==> config.mk <==
export PLATFORM = sky130hd
export DESIGN_NAME = lidar_frontal_proximity_coeff
export DESIGN_NICKNAME = d
export VERILOG_FILES = /design/src/hw/rtl/lfpc_pkg.sv /design/src/hw/rtl/lfpc_cordic.sv /design/src/hw/rtl/lfpc_div.sv /design/src/hw/rtl/lidar_frontal_proximity_coeff.sv
export SDC_FILE = /design/constraint.sdc
export NUM_CORES = 2
export LEC_CHECK = 0
export ABC_AREA = 0
export ABC_CLOCK_PERIOD_IN_PS = 12600
export BUFFER_PORTS_ARGS = -buffer_cell sky130_fd_sc_hd__buf_2
export CAP_MARGIN = 25
export CORE_MARGIN = 3
export CORE_UTILIZATION = 50
export DETAILED_ROUTE_END_ITERATION = 10
export PLACE_DENSITY = 0.72
export SKIP_CTS_REPAIR_TIMING = 1
export SLEW_MARGIN = 20
export SYNTH_ARGS = -nofsm -noshare
export SYNTH_HDL_FRONTEND = slang
export SYNTH_SLANG_ARGS = --single-unit
==> constraint.sdc <==
create_clock -name clk_i -period 12.6 [get_ports clk_i]
set_input_delay 0 -clock clk_i [delete_from_list [all_inputs] [get_ports clk_i]]
set_output_delay 0 -clock clk_i [all_outputs]
set_load 0.05 [all_outputs]
==> src/hw/rtl/lfpc_pkg.sv <==
`default_nettype none
package lfpc_pkg;

  // scan geometry
  localparam int MaxPoints    = 2048;
  localparam int CntW         = $clog2(MaxPoints);
  localparam int CordicStages = 16;
  localparam int IterW        = $clog2(CordicStages);

  // datapath widths
  localparam int RegW   = 16;
  localparam int TrigW  = 20;
  localparam int ZW     = 34;
  localparam int DistW  = 17;
  localparam int IdxW   = 11;
  localparam int CoeffW = 13;
  localparam int DivCntW = $clog2(CoeffW);
  localparam int NumRegs = 8;
  localparam int RegIdxW = $clog2(NumRegs);

  localparam logic signed [TrigW-1:0] GainQ15  = 20'sd19898;
  localparam logic [CoeffW-1:0]       CoeffOne = 13'd4096;

  typedef enum logic [RegIdxW-1:0] {
    REG_ANGLE_START  = 3'd0,
    REG_ANGLE_STEP   = 3'd1,
    REG_NEAR         = 3'd2,
    REG_FAR          = 3'd3,
    REG_HALF_WIDTH   = 3'd4,
    REG_MIN_INTEN    = 3'd5,
    REG_MIN_RANGE    = 3'd6,
    REG_DEFAULT_DIST = 3'd7
  } reg_idx_e;

  typedef enum logic [2:0] {
    ST_IDLE,
    ST_TRIG,
    ST_MUL_X,
    ST_MUL_Y,
    ST_UPDATE,
    ST_FIN,
    ST_DIV,
    ST_EMIT
  } state_e;

  // arctan(2^-i) with 2^32 units per turn
  function automatic logic [30:0] atan_f(input logic [4:0] i);
    logic [30:0] v;
    case (i)
      5'd0:    v = 31'd536870912;
      5'd1:    v = 31'd316933406;
      5'd2:    v = 31'd167458907;
      5'd3:    v = 31'd85004756;
      5'd4:    v = 31'd42667331;
      5'd5:    v = 31'd21354465;
      5'd6:    v = 31'd10679838;
      5'd7:    v = 31'd5340245;
      5'd8:    v = 31'd2670163;
      5'd9:    v = 31'd1335087;
      5'd10:   v = 31'd667544;
      5'd11:   v = 31'd333772;
      5'd12:   v = 31'd166886;
      5'd13:   v = 31'd83443;
      5'd14:   v = 31'd41722;
      5'd15:   v = 31'd20861;
      5'd16:   v = 31'd10430;
      5'd17:   v = 31'd5215;
      5'd18:   v = 31'd2608;
      5'd19:   v = 31'd1304;
      5'd20:   v = 31'd652;
      5'd21:   v = 31'd326;
      5'd22:   v = 31'd163;
      5'd23:   v = 31'd81;
      default: v = 31'd0;
    endcase
    return v;
  endfunction

endpackage
`default_nettype wire

==> src/hw/rtl/lfpc_cordic.sv <==
`default_nettype none
module lfpc_cordic (
  input  logic                                clk_i,
  input  logic                                rst_ni,
  input  logic                                start_i,
  input  logic [lfpc_pkg::RegW-1:0]           angle_i,
  output logic                                done_o,
  output logic signed [lfpc_pkg::TrigW-1:0]   cos_o,
  output logic signed [lfpc_pkg::TrigW-1:0]   sin_o
);
  import lfpc_pkg::*;

  logic                     busy_q, busy_d;
  logic                     done_q, done_d;
  logic [IterW-1:0]         iter_q, iter_d;
  logic                     flip_q, flip_d;
  logic signed [TrigW-1:0]  x_q, x_d, y_q, y_d, xs, ys;
  logic signed [ZW-1:0]     z_q, z_d, at;
  logic [RegW-1:0]          a_sum, a_fold;
  logic                     last_iter;

  // fold the angle into the right half plane
  assign a_sum     = angle_i + 16'h4000;
  assign a_fold    = a_sum[RegW-1] ? (angle_i ^ 16'h8000) : angle_i;
  assign xs        = x_q >>> iter_q;
  assign ys        = y_q >>> iter_q;
  assign at        = $signed({{(ZW-31){1'b0}}, atan_f(5'(iter_q))});
  assign last_iter = (iter_q == IterW'(CordicStages - 1));

  always_comb begin
    busy_d = busy_q;
    done_d = 1'b0;
    iter_d = iter_q;
    flip_d = flip_q;
    x_d    = x_q;
    y_d    = y_q;
    z_d    = z_q;
    if (start_i) begin
      busy_d = 1'b1;
      iter_d = '0;
      flip_d = a_sum[RegW-1];
      x_d    = GainQ15;
      y_d    = '0;
      z_d    = ZW'($signed({a_fold, 16'h0000}));
    end else if (busy_q) begin
      if (!z_q[ZW-1]) begin
        x_d = x_q - ys;
        y_d = y_q + xs;
        z_d = z_q - at;
      end else begin
        x_d = x_q + ys;
        y_d = y_q - xs;
        z_d = z_q + at;
      end
      iter_d = iter_q + 1'b1;
      if (last_iter) begin
        busy_d = 1'b0;
        done_d = 1'b1;
      end
    end
  end

  always_ff @(posedge clk_i or negedge rst_ni) begin
    if (!rst_ni) begin
      busy_q <= 1'b0;
      done_q <= 1'b0;
      iter_q <= '0;
    end else begin
      busy_q <= busy_d;
      done_q <= done_d;
      iter_q <= iter_d;
    end
  end

  always_ff @(posedge clk_i) begin
    flip_q <= flip_d;
    x_q    <= x_d;
    y_q    <= y_d;
    z_q    <= z_d;
  end

  assign done_o = done_q;
  assign cos_o  = flip_q ? -x_q : x_q;
  assign sin_o  = flip_q ? -y_q : y_q;

endmodule
`default_nettype wire

==> src/hw/rtl/lfpc_div.sv <==
`default_nettype none
module lfpc_div (
  input  logic                            clk_i,
  input  logic                            rst_ni,
  input  logic                            start_i,
  input  logic [lfpc_pkg::RegW-1:0]       num_i,
  input  logic [lfpc_pkg::RegW-1:0]       den_i,
  output logic                            done_o,
  output logic [lfpc_pkg::CoeffW-1:0]     quo_o
);
  import lfpc_pkg::*;

  logic                 busy_q, busy_d;
  logic                 done_q, done_d;
  logic [DivCntW-1:0]   cnt_q, cnt_d;
  logic [RegW:0]        rem_q, rem_d, rem_sub;
  logic [RegW-1:0]      den_q, den_d;
  logic [CoeffW-1:0]    quo_q, quo_d;
  logic                 ge;

  // restoring division, one quotient bit a cycle; num <= den so the
  // quotient needs only CoeffW bits
  assign ge      = (rem_q >= {1'b0, den_q});
  assign rem_sub = ge ? (rem_q - {1'b0, den_q}) : rem_q;

  always_comb begin
    busy_d = busy_q;
    done_d = 1'b0;
    cnt_d  = cnt_q;
    rem_d  = rem_q;
    den_d  = den_q;
    quo_d  = quo_q;
    if (start_i) begin
      busy_d = 1'b1;
      cnt_d  = '0;
      rem_d  = {1'b0, num_i};
      den_d  = den_i;
    end else if (busy_q) begin
      quo_d = {quo_q[CoeffW-2:0], ge};
      rem_d = {rem_sub[RegW-1:0], 1'b0};
      cnt_d = cnt_q + 1'b1;
      if (cnt_q == DivCntW'(CoeffW - 1)) begin
        busy_d = 1'b0;
        done_d = 1'b1;
      end
    end
  end

  always_ff @(posedge clk_i or negedge rst_ni) begin
    if (!rst_ni) begin
      busy_q <= 1'b0;
      done_q <= 1'b0;
      cnt_q  <= '0;
    end else begin
      busy_q <= busy_d;
      done_q <= done_d;
      cnt_q  <= cnt_d;
    end
  end

  always_ff @(posedge clk_i) begin
    rem_q <= rem_d;
    den_q <= den_d;
    quo_q <= quo_d;
  end

  assign done_o = done_q;
  assign quo_o  = quo_q;

endmodule
`default_nettype wire

==> src/hw/rtl/lidar_frontal_proximity_coeff.sv <==
`default_nettype none
// frontal proximity coefficient from a stream of lidar points. each input beat is one
// point (range in mm, intensity, tlast on the final point of a scan); its angle is
// angle_start plus index times angle_step, a 16-bit binary angle that wraps. an iterative
// cordic (one micro-rotation a cycle) gives cos/sin in q1.15, one shared multiplier then
// forms x and y in mm, and points inside the frontal window update the running minimum x.
// on the tlast point one beat is sent: coeff (q12, 4096 = clear), nearest x, its index and
// a found flag in tuser; scan state then clears. each point goes through accept,
// CordicStages cordic iterations, the x and y multiplies and the update; the tlast point
// adds a threshold step and, in the linear band, the bit-serial divider, then the output
// register is loaded. s_axis_tready is high only between points; a finished result waits
// in the output register without holding up the next point; a later result then waits
// until it is taken. angle_start and default_distance are sampled at the first point of
// each scan. configuration must be written only while idle; the block does not enforce it.
module lidar_frontal_proximity_coeff (
  input  logic                              clk_i,
  input  logic                              rst_ni,
  // configuration write port
  input  logic                              cfg_we_i,
  input  logic [lfpc_pkg::RegIdxW-1:0]      cfg_addr_i,
  input  logic [lfpc_pkg::RegW-1:0]         cfg_data_i,
  // point stream
  input  logic                              s_axis_tvalid,
  output logic                              s_axis_tready,
  input  logic [31:0]                       s_axis_tdata,   // range_mm[15:0], intensity[31:16]
  input  logic                              s_axis_tlast,   // last point of scan
  // result stream
  output logic                              m_axis_tvalid,
  input  logic                              m_axis_tready,
  output logic [47:0]                       m_axis_tdata,   // coeff[12:0], nearest_x[29:13],
                                                            // nearest_index[40:30], zeros
  output logic                              m_axis_tuser    // found
);
  import lfpc_pkg::*;

  // configuration registers
  logic [RegW-1:0] cfg_q [NumRegs];

  // control
  state_e state_q, state_d;
  logic   accept, cordic_start, div_start, emit_fire;
  logic   cordic_done, div_done;

  // per point payload
  logic [RegW-1:0]          range_q, inten_q;
  logic                     last_q;
  logic signed [DistW-1:0]  x_q, y_q;

  // scan state
  logic                     in_scan_q;
  logic [CntW-1:0]          point_cnt_q;
  logic [RegW-1:0]          cur_angle_q;
  logic signed [DistW-1:0]  run_min_q;
  logic [CntW-1:0]          run_idx_q;
  logic                     found_q;
  logic [CoeffW-1:0]        coeff_q;

  // output register
  logic                     m_valid_q;
  logic [47:0]              m_data_q;
  logic                     m_user_q;

  logic [RegW-1:0]          angle_use;
  logic signed [TrigW-1:0]  cos_w, sin_w, mul_b;
  logic signed [DistW:0]    mul_a;
  logic signed [DistW+TrigW:0] prod, prod_rnd, prod_sh;
  logic signed [DistW-1:0]  scaled;
  logic signed [DistW:0]    hw_s, far_s, near_s, y_ext, x_ext, min_ext;
  logic                     qualify, lower, le_near, le_far;
  logic [RegW-1:0]          div_num, div_den;
  logic [CoeffW-1:0]        div_quo;

  assign accept    = s_axis_tvalid && s_axis_tready;
  assign angle_use = in_scan_q ? cur_angle_q : cfg_q[REG_ANGLE_START];

  lfpc_cordic u_cordic (
    .clk_i   (clk_i),
    .rst_ni  (rst_ni),
    .start_i (cordic_start),
    .angle_i (angle_use),
    .done_o  (cordic_done),
    .cos_o   (cos_w),
    .sin_o   (sin_w)
  );

  // shared multiplier: x in ST_MUL_X, y in ST_MUL_Y
  assign mul_a    = $signed({2'b00, range_q});
  assign mul_b    = (state_q == ST_MUL_X) ? cos_w : sin_w;
  assign prod     = (DistW+TrigW+1)'(mul_a) * (DistW+TrigW+1)'(mul_b);
  assign prod_rnd = prod + (DistW+TrigW+1)'(16384);
  assign prod_sh  = prod_rnd >>> 15;

  // round to nearest mm, then saturate to the 17-bit range
  always_comb begin
    if (prod_sh > (DistW+TrigW+1)'(65535)) begin
      scaled = 17'sh0FFFF;
    end else if (prod_sh < -(DistW+TrigW+1)'(65536)) begin
      scaled = 17'sh10000;
    end else begin
      scaled = prod_sh[DistW-1:0];
    end
  end

  // frontal window test
  assign hw_s    = $signed({2'b00, cfg_q[REG_HALF_WIDTH]});
  assign far_s   = $signed({2'b00, cfg_q[REG_FAR]});
  assign near_s  = $signed({2'b00, cfg_q[REG_NEAR]});
  assign y_ext   = {y_q[DistW-1], y_q};
  assign x_ext   = {x_q[DistW-1], x_q};
  assign min_ext = {run_min_q[DistW-1], run_min_q};
  assign qualify = (inten_q > cfg_q[REG_MIN_INTEN]) && (range_q > cfg_q[REG_MIN_RANGE])
                && (y_ext < hw_s) && (y_ext > -hw_s) && (x_ext < far_s);
  assign lower   = qualify && (x_q < run_min_q);

  // coefficient band
  assign le_near = (min_ext <= near_s);
  assign le_far  = (min_ext <= far_s);
  assign div_num = run_min_q[RegW-1:0] - cfg_q[REG_NEAR];
  assign div_den = cfg_q[REG_FAR] - cfg_q[REG_NEAR];

  lfpc_div u_div (
    .clk_i   (clk_i),
    .rst_ni  (rst_ni),
    .start_i (div_start),
    .num_i   (div_num),
    .den_i   (div_den),
    .done_o  (div_done),
    .quo_o   (div_quo)
  );

  // next state
  always_comb begin
    state_d = state_q;
    case (state_q)
      ST_IDLE:   if (accept) state_d = ST_TRIG;
      ST_TRIG:   if (cordic_done) state_d = ST_MUL_X;
      ST_MUL_X:  state_d = ST_MUL_Y;
      ST_MUL_Y:  state_d = ST_UPDATE;
      ST_UPDATE: state_d = last_q ? ST_FIN : ST_IDLE;
      ST_FIN:    state_d = (!le_near && le_far) ? ST_DIV : ST_EMIT;
      ST_DIV:    if (div_done) state_d = ST_EMIT;
      ST_EMIT:   if (emit_fire) state_d = ST_IDLE;
      default:   state_d = ST_IDLE;
    endcase
  end

  // control outputs
  always_comb begin
    s_axis_tready = (state_q == ST_IDLE);
    cordic_start  = 1'b0;
    div_start     = 1'b0;
    emit_fire     = 1'b0;
    case (state_q)
      ST_IDLE: cordic_start = accept;
      ST_FIN:  div_start    = !le_near && le_far;
      ST_EMIT: emit_fire    = !m_valid_q || m_axis_tready;
      default: ;
    endcase
  end

  always_ff @(posedge clk_i or negedge rst_ni) begin
    if (!rst_ni) begin
      state_q <= ST_IDLE;
    end else begin
      state_q <= state_d;
    end
  end

  // configuration registers
  always_ff @(posedge clk_i or negedge rst_ni) begin
    if (!rst_ni) begin
      cfg_q[REG_ANGLE_START]  <= 16'd0;
      cfg_q[REG_ANGLE_STEP]   <= 16'd182;
      cfg_q[REG_NEAR]         <= 16'd300;
      cfg_q[REG_FAR]          <= 16'd600;
      cfg_q[REG_HALF_WIDTH]   <= 16'd200;
      cfg_q[REG_MIN_INTEN]    <= 16'd10;
      cfg_q[REG_MIN_RANGE]    <= 16'd50;
      cfg_q[REG_DEFAULT_DIST] <= 16'd1000;
    end else if (cfg_we_i) begin
      cfg_q[cfg_addr_i] <= cfg_data_i;
    end
  end

  // point payload and products
  always_ff @(posedge clk_i) begin
    if (accept) begin
      range_q <= s_axis_tdata[15:0];
      inten_q <= s_axis_tdata[31:16];
      last_q  <= s_axis_tlast;
    end
    if (state_q == ST_MUL_X) x_q <= scaled;
    if (state_q == ST_MUL_Y) y_q <= scaled;
    if (state_q == ST_FIN) begin
      coeff_q <= le_near ? '0 : CoeffOne;
    end else if (state_q == ST_DIV && div_done) begin
      coeff_q <= div_quo;
    end
  end

  // scan state
  always_ff @(posedge clk_i or negedge rst_ni) begin
    if (!rst_ni) begin
      in_scan_q   <= 1'b0;
      point_cnt_q <= '0;
      cur_angle_q <= '0;
      run_min_q   <= '0;
      run_idx_q   <= '0;
      found_q     <= 1'b0;
    end else begin
      if (accept) begin
        in_scan_q   <= 1'b1;
        cur_angle_q <= angle_use + cfg_q[REG_ANGLE_STEP];
        if (!in_scan_q) begin
          run_min_q <= $signed({1'b0, cfg_q[REG_DEFAULT_DIST]});
        end
      end
      if (state_q == ST_UPDATE) begin
        point_cnt_q <= (point_cnt_q == CntW'(MaxPoints - 1)) ? '0 : point_cnt_q + 1'b1;
        if (lower) begin
          run_min_q <= x_q;
          run_idx_q <= point_cnt_q;
          found_q   <= 1'b1;
        end
      end
      if (emit_fire) begin
        in_scan_q   <= 1'b0;
        point_cnt_q <= '0;
        run_idx_q   <= '0;
        found_q     <= 1'b0;
      end
    end
  end

  // output register
  always_ff @(posedge clk_i or negedge rst_ni) begin
    if (!rst_ni) begin
      m_valid_q <= 1'b0;
    end else if (emit_fire) begin
      m_valid_q <= 1'b1;
    end else if (m_axis_tready) begin
      m_valid_q <= 1'b0;
    end
  end

  always_ff @(posedge clk_i) begin
    if (emit_fire) begin
      m_data_q <= {7'd0, IdxW'(run_idx_q), run_min_q, coeff_q};
      m_user_q <= found_q;
    end
  end

  assign m_axis_tvalid = m_valid_q;
  assign m_axis_tdata  = m_data_q;
  assign m_axis_tuser  = m_user_q;

  // the cordic is only launched from idle
  a_start_idle: assert property (@(posedge clk_i) disable iff (!rst_ni)
    cordic_start |-> (state_q == ST_IDLE))
    else $error("cordic started outside idle");

  // linear band never exceeds one
  a_quo_bound: assert property (@(posedge clk_i) disable iff (!rst_ni)
    div_done |-> (div_quo <= CoeffOne))
    else $error("coefficient above one");

  // without a hit the index stays cleared
  a_idx_clear: assert property (@(posedge clk_i) disable iff (!rst_ni)
    !found_q |-> (run_idx_q == '0))
    else $error("index set without a hit");

  // a sent result closes the scan and raises valid
  a_emit: assert property (@(posedge clk_i) disable iff (!rst_ni)
    emit_fire |=> (m_valid_q && !in_scan_q && (state_q == ST_IDLE)))
    else $error("result beat not presented");

endmodule
`default_nettype wire

==> results_dict.tcl <==
set metrics [dict create \
    cap_viol_max_count 0 \
    dr_total_vias 32100 \
    fmax_mhz 99.3 \
    cts_root_buffer "clkbuf_16" \
    grt_pass1_vias 32000 \
    cpMostUsedCell "fa_1" \
    drive_above_1_share_pct 10.1 \
    synth_most_common_cell "inv_1" \
    die_area_um2 88600 \
    required_ns 12.89 \
    cts.sinks 444 \
    outcome "finished with violations" \
    synth-seq-cells 444 \
    fp.dieW_um 298 \
    avgSynthCellArea_um2 9.45 \
    synth_cell_types 91 \
    post-synth-top-area-fraction_pct 15.1 \
    setup_viol 0 \
    ys_top_cells_by_area "fa_1 15%, edfxtp_1 13%, ha_1 11%, dfrtp_1 10%, inv_1 5.4%" \
    violations "negative hold slack" \
    grt_pass1_wl_mm 171 \
    h-tree-depth 2 \
    hold_viol 12 \
    clk_latency_ns 0.62 \
    coreArea_um2 84000 \
    max_stage_delay_ns 0.86 \
    hold_ws_ns -0.0335 \
    row_count 106 \
    worst_setup_path_end_kind "register" \
    grt_max_degree 78 \
    finish.utilization_pct 55.3 \
    clock_skew_ns 0.0271 \
    viasPerCell 5.59 \
    drtIter0Drc 2326 \
    die_h_um 298 \
    slew_violations 0 \
    syn-cell-area_um2 42600 \
    dpl_cell_area_um2 44100 \
    worstHoldPathType "primary input to async pin" \
    routed_wl_mm 106 \
    worstSetupPathType "register to register" \
    grt_overflow 0 \
    start_util_pct 50.7 \
    arrival_ns 10.36 \
    cp_slowest_cell "fa_1" \
    nets 5321 \
    worst-r2r-cell-count 29 \
    synth_top_cell_by_area "fa_1" \
    cts_buffers 49 \
    yosys-top-cells-count "616 x inv_1, 384 x nand2_1, 376 x ha_1" \
    yosysSeqAreaShare_pct 27.7 \
    rsz0062_at_grt "false" \
    dp_hpwl_mm 78.4 \
    post_drt_wl_per_cell_um 18.4 \
    antenna_found_initial 0 \
    slew_headroom_pct 24.4 \
    yosys_warnings 0 \
    grtUsageTotal_pct 23.8 \
    synth_ff_type "edfxtp_1" \
    clockBufferDepth 3 \
    place.gp.congestion 0.912 \
    cts_tree "yes" \
    portBuffers 100 \
    final_area_um2 46500 \
    ioPinCount 108 \
    postSynthCellCount 4504 \
    async_flop_share_pct 45.3 \
    worst_pin_slew_ns 1.13 \
    post-route-min-period_ns 10.07 \
    clk_pin_slew_worst_paths_ns 0.07 \
    start_kind "register" \
    area_growth_pct 9.19 \
    fin_crit_sh_pct 79.9 \
    setup_tns_ns 0 \
    worstPathMaxFanout 16 \
    synth_edf_count 186 \
    postRouteAntennaNets 0 \
    drt-pass1-iter-count 6 \
    drc 0 \
]
-- state kept, by name (all words and copies together), names as in the netlist, 13 cells and up --
| signal | flops |
|---|---|
| range_q | 16 |
| u_cordic.z_q | 34 |
| run_min_q | 17 |
| coeff_q | 13 |
| u_cordic.y_q | 20 |
| u_div.quo_o | 13 |
| x_q | 17 |
| cfg_q | 128 |
| inten_q | 16 |
| cur_angle_q | 16 |
| u_div.den_q | 16 |
| m_axis_tdata | 41 |
| y_q | 17 |
| u_div.rem_q | 17 |
| u_cordic.x_q | 20 |
-- critical path: cells and delay by family, from the launching register on --
family	cells	cell delay, ns
adders and majority gates	6	3.25
and+or+nand+nor	9	2.55
AOI/OAI and AO/OA	6	1.97
xor gates and xnor gates	3	0.88
DFF	1	0.42
muxes	1	0.40
buffers and inverters	4	0.24
-- area by class of cell --
class                           count  area [um2]
Sequential cell                   444       11800
Antenna cell                        1        2.50
Inverter                          621        2330
Clock inverter                     26         399
Clock buffer                       65        1350
Timing Repair Buffer              208        1500
Multi-Input combinational cell   3244       27700
Tap cell                         1134        1420
Fill cell                        7369       37500
-- final timing paths --
check	from	to	slack, ns
worst min register to register	coeff_q[8]$_SDFFCE_PP0P_	m_axis_tdata[8]$_DFFE_PP_	0.42
worst max register to register	u_cordic.x_q[6]$_SDFFE_PP0P_	y_q[12]$_DFFE_PN_	2.53
max in group asynchronous	rst_ni	cfg_q[58]$_DFFE_PN0P_	10.77
min in group clk_i	cfg_addr_i[1]	cfg_q[82]$_DFFE_PN1P_	-0.01
worst max-delay path	u_cordic.x_q[6]$_SDFFE_PP0P_	y_q[12]$_DFFE_PN_	2.53
worst min-delay path	rst_ni	u_div.cnt_q[3]$_DFFE_PN0P_	-0.03
-- cells by family (layout without fill, tap and decap cells) --
kind of cell               after synthesis  count (layout)  share of synthesized area [%]
and+or+nand+nor                       1216            1216                           14.0
buffers and inverters                  822             920                           7.52
AOI/OAI and AO/OA                      780             780                           11.4
adders and majority gates              697             697                           26.1
DFF                                    444             444                           27.7
muxes                                  280             280                           7.82
xor gates and xnor gates               264             264                           5.45
other                                    1               8                        0.00881
-- metrics by stage --
step	setup slack, ns	std cells
after floorplan	3.41	4510
after global placement	2.74	5592
after detailed placement	2.54	5593
after CTS	2.51	5684
after global routing	1.81	5742
final	2.53	5743
-- placed cells by master (no fill, tap or decap), types with 12 or more instances in the layout --
cell type,netlist,routed
xnor2_1,158,158
a21oi_1,206,202
nor2_1,276,273
o21ai_0,245,242
a21o_1,83,83
nor3_1,38,35
nand2b_1,44,44
o21a_1,25,25
a31oi_1,25,25
o211ai_1,14,14
buf_4,18,51
nor2b_1,56,55
ha_1,376,376
nand3_1,50,50
o21bai_1,12,12
dfrtp_1,174,169
and3_1,25,25
mux2_2,125,125
dfstp_2,27,27
buf_2,18,99
mux4_2,29,29
dfxtp_1,57,57
clkbuf_16,0,50
a211oi_1,39,39
mux2i_1,125,125
and2_1,224,224
inv_1,616,616
nor4_1,12,12
dlygate4sd3_1,0,52
edfxtp_1,186,186
fa_1,320,320
nand4_1,39,39
nand2_1,384,384
or3_1,13,13
o31ai_1,24,24
xor2_1,105,105
-- per-layer routing --
layer	GRT usage (%)	vias up	part of all wire [%]
li1	-	15200	-
met2	38.4	1100	45
met1	33.6	15600	45
met3	3.34	171	7.0
met5	0	-	0
met4	6.24	0	2.5
Power is not shown: default switching activity piles up to over one toggle a cycle in this logic, so the estimate is an artifact.
